[src/design/cwpd_pkg.sv]
// shared types, constants and codes for the click wheel packet decoder
package cwpd_pkg;

	localparam logic [31:0] PKT_MASK    = 32'h8000_00ff;
	localparam logic [31:0] PKT_BUTTONS = 32'h8000_001a;
	localparam logic [31:0] PKT_BENIGN  = 32'h8000_003a;
	localparam logic [31:0] WORD_IDLE   = 32'hffff_ffff;
	localparam int unsigned TOUCH_BIT   = 30;

	localparam int unsigned POS_W    = 7;
	localparam int unsigned STEPS_W  = 7;
	localparam int unsigned THR_W    = 6;
	localparam int unsigned BTN_W    = 5;
	localparam int unsigned DELTA_W  = 7;
	localparam int unsigned CFG_W    = 7;
	localparam int unsigned IN_W     = 40;
	localparam int unsigned OUT_W    = 32;

	localparam logic [STEPS_W-1:0] STEPS_RESET = 7'd96;
	localparam logic [THR_W-1:0]   THR_RESET   = 6'd2;

	// configuration register indexes
	localparam logic REG_WHEEL_STEPS    = 1'b0;
	localparam logic REG_MOVE_THRESHOLD = 1'b1;

	// rotation codes
	localparam logic [1:0] ROT_NONE = 2'd0;
	localparam logic [1:0] ROT_CW   = 2'd1;
	localparam logic [1:0] ROT_CCW  = 2'd2;

	typedef struct packed {
		logic        hold_switch_low;
		logic        data_ready;
		logic [31:0] raw_word;
	} poll_t;

	typedef struct packed {
		logic [POS_W-1:0] last_position;
		logic             last_position_known;
		logic [BTN_W-1:0] held_buttons;
	} wheel_state_t;

	typedef struct packed {
		logic                      packet_valid;
		logic                      select_pressed;
		logic                      right_pressed;
		logic                      left_pressed;
		logic                      play_pressed;
		logic                      menu_pressed;
		logic                      hold_active;
		logic                      finger_on;
		logic [POS_W-1:0]          touch_pos;
		logic signed [DELTA_W-1:0] move_delta;
		logic [1:0]                rotation;
		logic                      rearm_request;
	} result_t;

endpackage

[src/design/cwpd_decode.sv]
// decode of one poll word against the wheel state
module cwpd_decode (
	input  cwpd_pkg::poll_t                poll,
	input  cwpd_pkg::wheel_state_t         state,
	input  logic [cwpd_pkg::STEPS_W-1:0]   wheel_steps,
	input  logic [cwpd_pkg::THR_W-1:0]     move_threshold,
	output cwpd_pkg::result_t              result,
	output cwpd_pkg::wheel_state_t         next_state
);
	import cwpd_pkg::*;

	logic [POS_W-1:0]   pos;
	logic signed [9:0]  steps_w;
	logic signed [9:0]  half_w;
	logic signed [9:0]  thr_w;
	logic signed [9:0]  d_raw;
	logic signed [9:0]  d_lo;
	logic signed [9:0]  d_wrap;
	logic signed [9:0]  d_sat;
	logic [BTN_W-1:0]   buttons;
	logic               is_buttons;
	logic               is_benign;

	assign pos        = poll.raw_word[22:16];
	assign steps_w    = $signed({3'b000, wheel_steps});
	assign half_w     = $signed({4'b0000, wheel_steps[STEPS_W-1:1]});
	assign thr_w      = (move_threshold == '0) ? 10'sd1 : $signed({4'b0000, move_threshold});
	assign d_raw      = $signed({3'b000, pos}) - $signed({3'b000, state.last_position});
	// single wrap correction each way, lower check first
	assign d_lo       = (d_raw < -half_w) ? d_raw + steps_w : d_raw;
	assign d_wrap     = (d_lo > half_w) ? d_lo - steps_w : d_lo;
	assign d_sat      = (d_wrap > 10'sd63) ? 10'sd63 :
	                    (d_wrap < -10'sd64) ? -10'sd64 : d_wrap;
	assign is_buttons = (poll.raw_word & PKT_MASK) == PKT_BUTTONS;
	assign is_benign  = ((poll.raw_word & PKT_MASK) == PKT_BENIGN)
	                    || (poll.raw_word == WORD_IDLE);
	assign buttons    = (poll.data_ready && is_buttons) ? poll.raw_word[12:8]
	                                                     : state.held_buttons;

	always_comb begin
		result                = '0;
		next_state            = state;
		result.hold_active    = ~poll.hold_switch_low;
		result.select_pressed = buttons[0];
		result.right_pressed  = buttons[1];
		result.left_pressed   = buttons[2];
		result.play_pressed   = buttons[3];
		result.menu_pressed   = buttons[4];
		if (poll.data_ready) begin
			if (is_buttons) begin
				next_state.held_buttons = buttons;
				result.packet_valid     = 1'b1;
				if (poll.raw_word[TOUCH_BIT]) begin
					result.finger_on = 1'b1;
					result.touch_pos = pos;
					if (state.last_position_known) begin
						if (d_sat >= thr_w) begin
							result.move_delta = d_sat[DELTA_W-1:0];
							result.rotation   = ROT_CW;
						end else if (d_sat <= -thr_w) begin
							result.move_delta = d_sat[DELTA_W-1:0];
							result.rotation   = ROT_CCW;
						end
					end
					next_state.last_position       = pos;
					next_state.last_position_known = 1'b1;
				end else begin
					// finger lifted: forget the position
					next_state.last_position       = '0;
					next_state.last_position_known = 1'b0;
				end
			end else if (!is_benign) begin
				result.rearm_request = 1'b1;
			end
		end
	end

endmodule

[src/design/click_wheel_packet_decoder.sv]
// top level of the click wheel packet decoder: input register, decode, result register
// Takes one poll word per cycle and gives one result word per poll, valid once the poll
// has passed the input register and the result register, each holding one word, so a new
// poll is taken every cycle while the result side keeps taking. Each poll reports the
// hold line and the five buttons (retained from the last button packet when no new one
// arrives), and for a button packet the touch flag, the position and a wrapped signed
// delta against the last touched position with a direction once its size reaches
// move_threshold. Unrecognized words set rearm_request. Configuration writes take effect
// on the next poll decoded and are meant to happen while no poll is in flight.
module click_wheel_packet_decoder (
	input  logic                          clk,
	input  logic                          arst_n,
	// hold_switch_low[0], data_ready[1], raw_word[33:2], zero[39:34]
	input  logic [cwpd_pkg::IN_W-1:0]     s_tdata,
	input  logic                          s_tvalid,
	output logic                          s_tready,
	// packet_valid[0], select_pressed[1], right_pressed[2], left_pressed[3],
	// play_pressed[4], menu_pressed[5], hold_active[6], finger_on[7],
	// touch_pos[14:8], move_delta[21:15], rotation[23:22], rearm_request[24],
	// zero[31:25]
	output logic [cwpd_pkg::OUT_W-1:0]    m_tdata,
	output logic                          m_tvalid,
	input  logic                          m_tready,
	input  logic                          cfg_we,
	input  logic                          cfg_addr,
	input  logic [cwpd_pkg::CFG_W-1:0]    cfg_data
);
	import cwpd_pkg::*;

	logic               valid_s1;
	poll_t              poll_s1;
	logic               valid_s2;
	result_t            result_s2;
	wheel_state_t       state_q;
	wheel_state_t       next_state;
	result_t            result;
	logic [STEPS_W-1:0] wheel_steps_q;
	logic [THR_W-1:0]   move_threshold_q;
	logic               advance;

	assign advance  = valid_s1 && (!valid_s2 || m_tready);
	assign s_tready = !valid_s1 || advance;

	always_ff @(posedge clk or negedge arst_n) begin
		if (!arst_n) begin
			wheel_steps_q    <= STEPS_RESET;
			move_threshold_q <= THR_RESET;
		end else if (cfg_we) begin
			unique case (cfg_addr)
				REG_WHEEL_STEPS:    wheel_steps_q    <= cfg_data;
				REG_MOVE_THRESHOLD: move_threshold_q <= cfg_data[THR_W-1:0];
				default: ;
			endcase
		end
	end

	always_ff @(posedge clk or negedge arst_n) begin
		if (!arst_n) begin
			valid_s1 <= 1'b0;
			valid_s2 <= 1'b0;
			state_q  <= '0;
		end else begin
			if (s_tvalid && s_tready)
				valid_s1 <= 1'b1;
			else if (advance)
				valid_s1 <= 1'b0;
			if (advance) begin
				valid_s2 <= 1'b1;
				state_q  <= next_state;
			end else if (m_tready) begin
				valid_s2 <= 1'b0;
			end
		end
	end

	always_ff @(posedge clk) begin
		if (s_tvalid && s_tready) begin
			poll_s1.hold_switch_low <= s_tdata[0];
			poll_s1.data_ready      <= s_tdata[1];
			poll_s1.raw_word        <= s_tdata[33:2];
		end
		if (advance)
			result_s2 <= result;
	end

	cwpd_decode u_decode (
		.poll           (poll_s1),
		.state          (state_q),
		.wheel_steps    (wheel_steps_q),
		.move_threshold (move_threshold_q),
		.result         (result),
		.next_state     (next_state)
	);

	assign m_tvalid = valid_s2;
	assign m_tdata  = {7'b0000000,
	                   result_s2.rearm_request,
	                   result_s2.rotation,
	                   result_s2.move_delta,
	                   result_s2.touch_pos,
	                   result_s2.finger_on,
	                   result_s2.hold_active,
	                   result_s2.menu_pressed,
	                   result_s2.play_pressed,
	                   result_s2.left_pressed,
	                   result_s2.right_pressed,
	                   result_s2.select_pressed,
	                   result_s2.packet_valid};

endmodule

[config.mk]
export PLATFORM = sky130hd
export DESIGN_NAME = click_wheel_packet_decoder
export DESIGN_NICKNAME = d
export VERILOG_FILES = /design/src/design/cwpd_pkg.sv /design/src/design/cwpd_decode.sv /design/src/design/click_wheel_packet_decoder.sv
export SDC_FILE = /design/constraint.sdc
export NUM_CORES = 1
export LEC_CHECK = 0
export BUFFER_PORTS_ARGS = -buffer_cell sky130_fd_sc_hd__buf_4
export CORE_MARGIN = 5
export CORE_UTILIZATION = 58
export DETAILED_ROUTE_END_ITERATION = 6
export PLACE_DENSITY = 0.9
export SYNTH_ARGS = -nofsm -noshare
export SYNTH_HDL_FRONTEND = slang
export SYNTH_SLANG_ARGS = --single-unit
[constraint.sdc]
create_clock -name clk -period 9.05 [get_ports clk]
set_input_delay 2.715 -clock clk [delete_from_list [all_inputs] [get_ports clk]]
set_output_delay 2.715 -clock clk [all_outputs]
set_load 0.01 [all_outputs]
==> results.toml, run 1 <==
[clocking]
clock_latency_ns = 0.37
cts_root_buf = "clkbuf_8"
tritoncts = "done"
clockBufferDepth = 2
htreeDepth = 3
clkSinkCount = 87
clkTransAtPathRegs_ns = 0.10
hold_buffers = 0
cts-buffers-inserted = 9

[drt]
first_pass_iters = 5
drt_iter0_markers = 264
routed_wirelength_mm = 12.5
drc = 0
vias = 4333
wl_per_cell_um = 16.9
postRouteAntennaNets = 0
via_per_inst = 5.85

[synth]
syn-cell-area_um2 = 5580
synthCells = 520
synth-async-reset-ratio_pct = 32.2
syn_area_per_cell_um2 = 10.7
ys_seq_elements = 87
yosys_warnings = 0
synth_edf_count = 59
seq_area_frac_synth_pct = 44.4
synthFlopType = "edfxtp_1"
synth.distinct_cells = 69

[floorplanning]
die_y_um = 108
dieArea_um2 = 11700
ios = 87
design.core.area_um2 = 9330
die_x_um = 108
rows = 35
initial_core_util_pct = 59.8

[sta]
finalSetupViolCount = 0
tns_ns = 0
period_needed_ns = 8.45
hold_viol = 0
maxSlewViolCount = 0
fin_crit_sh_pct = 93.4
relSlewSlack_pct = 43.1
tightest_slew_ns = 0.852
max_clock_freq_ghz = 0.118
rsz0062_at_grt = "false"
fin_hold_ws_ns = 0.488
fin_worst_skew_ns = 0.00865

[grt]
antenna_found_initial = 0
grt_max_degree = 35
grtUsageTotal_pct = 22.2
grt_pass1_vias = 4323
busiest_layer = "met2"
met3_usage_pct = 4.12
grt_util_met1_pct = 26.2
grt_pass1_wl_mm = 20.2
overflow = 0
grt_use_met2_pct = 40.1

[critical_path]
setup.worst_path.class = "flip-flop to flip-flop"
max_stage_delay_ns = 0.58
r2r_cells = 35
start_kind = "flip-flop"
crit_end = "m_tdata[19]"
crit_required_ns = 9.15
cp_slowest_cell = "a311oi_1"
end_kind = "flip-flop"
r2r_slack_ns = 0.60
cp_common_cell = "a21o_1"
crit_fanout = 10
crit_path_start = "poll_s1[16]"
reg2reg_from = "poll_s1[16]"
worstReg2RegEnd = "m_tdata[19]"
worstPathArrival_ns = 8.55

[place]
place_congestion = 0.874
dp_hpwl_mm = 9.60
place.port_buffers = 73

[power_and_ir_drop]
leakage_nw = 2.93
vdd.ir_drop.worst_uv = 138
design_power_total_w = 0.00165
powerDensity_nw_per_um2 = 253

[finish]
final_layout_size_suffix_gt1_share_pct = 23.0
syn2layout_area_growth_pct = 17.1
diodes = 0
fin_nets = 716
fin_util_pct = 70.0

[run_status]
status = "finished clean"

[min_path]
whs_path_depth = 2
hp-class = "flip-flop to flip-flop"

[job]
drv_cap = 0
[worst max-delay path, delay by kind of cell, from the launching register on]
kind | cells | cell delay [ns]
AO/OA/AOI/OAI | 20 | 4.96
XOR/XNOR | 1 | 0.17
adder cells (fa/ha/maj) | 6 | 1.57
buffers and inverters | 3 | 0.26
flip-flops | 1 | 0.47
AND/OR/NAND/NOR | 5 | 0.74
[synthesized netlist by cell type, types with 10 or more instances]
cell type,count,area [um^2]
dfrtp_1,25,626
edfxtp_1,59,1770
a21o_1,13,97.6
mux2_2,13,146
o21ai_0,30,150
nor2_1,20,75.1
o21a_1,19,143
a211oi_1,14,105
nand3_1,13,65.1
inv_1,41,154
nand2_1,47,176
nand4_1,10,62.6
nand2b_1,11,68.8
a21oi_1,17,85.1
ha_1,53,663
[through the flow]
stage	worst slack [ns]	area, um^2	std cells
3_5_place_dp	0.434	6260	719
6_report	0.600	6530	741
3_3_place_gp	0.792	6260	719
4_1_cts	0.415	6450	735
5_1_grt	0.0941	6530	741
2_1_floorplan	1.36	5610	528
[layer usage]
layer | share of wire, % | wire [um]
met5 | 0 | 0
met4 | 2.5 | 308
met3 | 6.3 | 794
met2 | 52 | 6530
met1 | 39 | 4900
[worst min-delay path by stage]
stage               startpoint         end  slack [ns]
finish              state_q[5]  state_q[5]        0.49
global route        state_q[2]  state_q[2]        0.51
CTS                 state_q[6]  state_q[6]        0.49
detailed placement  state_q[2]  state_q[2]        0.47
global placement    state_q[1]  state_q[1]        0.45
floorplan           state_q[2]  state_q[2]        0.44
[cells in the final DEF (no fill, tap or decap), drive strengths merged, types with 5 or more instances in the layout]
master	n
a211oi	16
a21o	13
a21oi	18
and2	6
and3	7
buf	84
clkbuf	9
conb	9
dfrtp	25
edfxtp	59
ha	53
inv	44
mux2	15
mux2i	6
nand2	47
nand2b	12
nand3	14
nand4	11
nor2	21
nor2b	7
nor3	9
o21a	19
o21ai	35
or3	5
xnor2	8
xor2	6
[sequential cells by signal (all words and copies together), names as in the netlist]
| signal | flops |
|---|---|
| m_tdata | 25 |
| m_tvalid | 1 |
| move_threshold_q | 6 |
| poll_s1 | 34 |
| state_q | 13 |
| valid_s1 | 1 |
| wheel_steps_q | 7 |
[repair_timing]
action                     CTS  global route
setup buffers                0             6
setup endpoints to repair    0             9
resized for setup            0             8
[power by group]
part | switching (W) | leakage (nW) | total [W] | internal (W)
clock | 0.000156 | 0.0949 | 0.000262 | 0.000106
sequential | 0.0000230 | 0.900 | 0.000480 | 0.000457
combinational | 0.000512 | 1.93 | 0.000911 | 0.000399
[cell families after synthesis]
| logic type | share of synthesized area, % |
|---|---|
| AND/OR/NAND/NOR | 14.4 |
| AO/OA/AOI/OAI | 17.3 |
| flip-flops | 44.4 |
| buffers and inverters | 4.46 |
| adder cells (fa/ha/maj) | 13.0 |
| multiplexers | 4.24 |
| XOR/XNOR | 2.20 |
| other | 0.0672 |
[cell type report]
type | instances | area, um^2
well taps | 129 | 161
clock buffers | 9 | 124
fillers | 640 | 2800
inverters | 41 | 154
clock inverters | 7 | 66.3
flip-flops and latches | 87 | 2480
multi-input cells | 384 | 2920
repair buffers | 84 | 631
No activity file was read; power rests on OpenSTA's default activity.
==> inputs of run 2 (changes only) <==
--- a/config.mk
+++ b/config.mk
@@ -12,4 +12,5 @@
 export PLACE_DENSITY = 0.9
 export SYNTH_ARGS = -nofsm -noshare
 export SYNTH_HDL_FRONTEND = slang
+export SYNTH_HIERARCHICAL = 1
 export SYNTH_SLANG_ARGS = --single-unit
==> run 2 against run 1 <==
Total power shrank 9.3%. Worst hold slack gained 0.035 ns. Sequential power is 1% higher. Synthesized area up 1.6%. Largest power group unchanged. Highest routed layer unchanged.
==> results.toml, run 2 <==
[finish]
final_layout_size_suffix_gt1_share_pct = 26.1
ff_latch_area_um2 = 2480
final_cell_mix = "82 x buf_4, 59 x edfxtp_1, 52 x ha_1"
diodes = 0
n_fill_cell = 706
syn2layout_area_growth_pct = 16.1
largest_register_ffs = 34
multi_input_area_um2 = 2970
stdcell_count = 734
regMostFlops = "poll_s1"
final_common_cell = "buf_4"
fin_nets = 705

[power_and_ir_drop]
vdd.ir_drop.worst_uv = 124
powerDensity_nw_per_um2 = 228
leakage_nw = 3.04
design_power_total_w = 0.00150

[sta]
max_clock_freq_ghz = 0.116
relSlewSlack_pct = 30.8
maxSlewViolCount = 0
finalSetupViolCount = 0
tightest_slew_ns = 1.04
period_needed_ns = 8.63
hold_viol = 0
fin_worst_skew_ns = 0.0150
fin_crit_sh_pct = 95.4

[min_path]
hp-class = "flip-flop to flip-flop"
min_from = "move_threshold_q[3]"

[clocking]
clkTransAtPathRegs_ns = 0.10
clkSinkCount = 87
htreeDepth = 3
cts_root_buf = "clkbuf_8"
clock_latency_ns = 0.37
cts-buffers-inserted = 9
tritoncts = "done"
clockBufferDepth = 2

[drt]
routed_wirelength_mm = 12.7
via_per_inst = 5.90
first_pass_iters = 7
vias = 4332
drt_iter0_markers = 238
drc = 0
wl_per_cell_um = 17.3
postRouteAntennaNets = 0

[place]
place_congestion = 0.977
dp_hpwl_mm = 9.83
dp.cells = 714
place.port_buffers = 73

[floorplanning]
die_y_um = 109
rows = 36
design.core.area_um2 = 9640
die_x_um = 109
dieArea_um2 = 11800
initial_core_util_pct = 58.8
ios = 87

[grt]
overflow = 0
grt_pass1_wl_mm = 20.6
grt_pass1_vias = 4393
grt_max_degree = 35
grtUsageTotal_pct = 22.2
antenna_found_initial = 0

[critical_path]
setup.worst_path.class = "flip-flop to flip-flop"
max_stage_delay_ns = 0.49
crit_required_ns = 9.16
end_kind = "flip-flop"
reg2reg_from = "poll_s1[17]"
crit_path_start = "poll_s1[17]"
crit_fanout = 7
start_kind = "flip-flop"
worstPathArrival_ns = 8.74
cp_slowest_cell = "edfxtp_1"

[synth]
synth.area.top_cells = "edfxtp_1 31%, ha_1 12%, dfrtp_1 11%, mux2_2 5.0%, inv_1 2.7%"
synth_common_cells = "59 x edfxtp_1, 53 x ha_1, 41 x inv_1"
yosys_warnings = 6
synthCells = 514
seq_area_frac_synth_pct = 43.7
yosysMostFrequentCell = "edfxtp_1"
synth.distinct_cells = 74
syn_area_per_cell_um2 = 11.0
synth_top_area_share_pct = 31.3
ys_seq_elements = 87
synthFlopType = "edfxtp_1"
netlist.top_cell.by_area = "edfxtp_1"
synth-async-reset-ratio_pct = 32.2
syn-cell-area_um2 = 5670
synth_edf_count = 59

[job]
drv_cap = 0

[run_status]
status = "finished clean"
==> run 2: cell types whose count changed after synthesis, moves of 5 or more <==
cell | previous run | this run
nand3_1 | 13 | 8
nand2b_1 | 11 | 6
mux2_4 | 2 | 9
nor2_1 | 20 | 30
o21a_1 | 19 | 11
mux2_2 | 13 | 25
nand2_1 | 47 | 37
o21ai_0 | 30 | 13
==> run 2: routing by layer <==
metal / up-vias / global-route usage, % / wire length, um
met5: - / 0 / 0
met4: 0 / 6.85 / 365
met3: 41 / 5.68 / 898
met2: 174 / 42.4 / 6740
met1: 2076 / 23.7 / 4700
li1: 2041 / - / -
==> run 2: stage by stage <==
step / worst slack [ns] / cell area, um^2 / hold WS [ns] / TNS [ns] / utilization [%]
final: 0.420 / 6580 / 0.524 / 0 / 68.3
after global routing: -0.0172 / 6580 / 0.543 / -0.0285 / 68.3
after global placement: 0.463 / 6320 / 0.487 / 0 / 65.6
after CTS: 0.116 / 6510 / 0.523 / 0 / 67.5
after floorplan: 0.978 / 5690 / 0.479 / 0 / -
after detailed placement: 0.172 / 6320 / 0.496 / 0 / 65.6
==> run 2: cell families (layout without fill, tap and decap cells) <==
kind of cell             count (synthesis)  count (layout)  synth area share (%)
AND/OR/NAND/NOR                        146             146                  13.6
AO/OA/AOI/OAI                          106             106                  13.4
flip-flops                              87              87                  43.7
buffers and inverters                   60             140                  4.99
adder cells (fa/ha/maj)                 56              56                  12.8
multiplexers                            41              41                  8.81
XOR/XNOR                                16              16                  2.61
other                                    2               9                 0.133
==> run 2: area by class of cell <==
type                            count  area share (%)
Multi-Input combinational cell    374            45.2
Sequential cell                    87            37.6
Clock inverter                      7           0.989
Inverter                           42            2.43
Tap cell                          133            2.53
Timing Repair Buffer               82            9.36
Clock buffer                        9            1.88
==> run 2: repair_timing <==
action                     4_1_cts  5_1_grt
hold buffers                     0        0
buffers inserted                 0        4
setup endpoints to repair        0        6
resized for setup                0       12
==> run 2: worst paths after layout <==
path / end / slack (ns) / depth (start not counted)
max: m_tdata[18] / 0.42 / 40
min: move_threshold_q[3] / 0.52 / 1
max reg2reg: m_tdata[18] / 0.42 / 40
min reg2reg: move_threshold_q[3] / 0.52 / 1
max in group asynchronous: move_threshold_q[1] / 6.49 / 1
min in group asynchronous: move_threshold_q[2] / 2.25 / 1
==> run 2: critical path, delay by kind of cell (launching register included) <==
kind                     cells  cell delay [ns]
adder cells (fa/ha/maj)      5             1.54
AND/OR/NAND/NOR             10             1.38
flip-flops                   1             0.49
AO/OA/AOI/OAI               19             4.29
buffers and inverters        6             0.70
==> run 2: report_power, final <==
group          total, W  internal [W]  switching [W]
logic          0.000755      0.000325       0.000430
registers      0.000485      0.000460      0.0000251
clock network  0.000259      0.000105       0.000154
total           0.00150      0.000890       0.000609
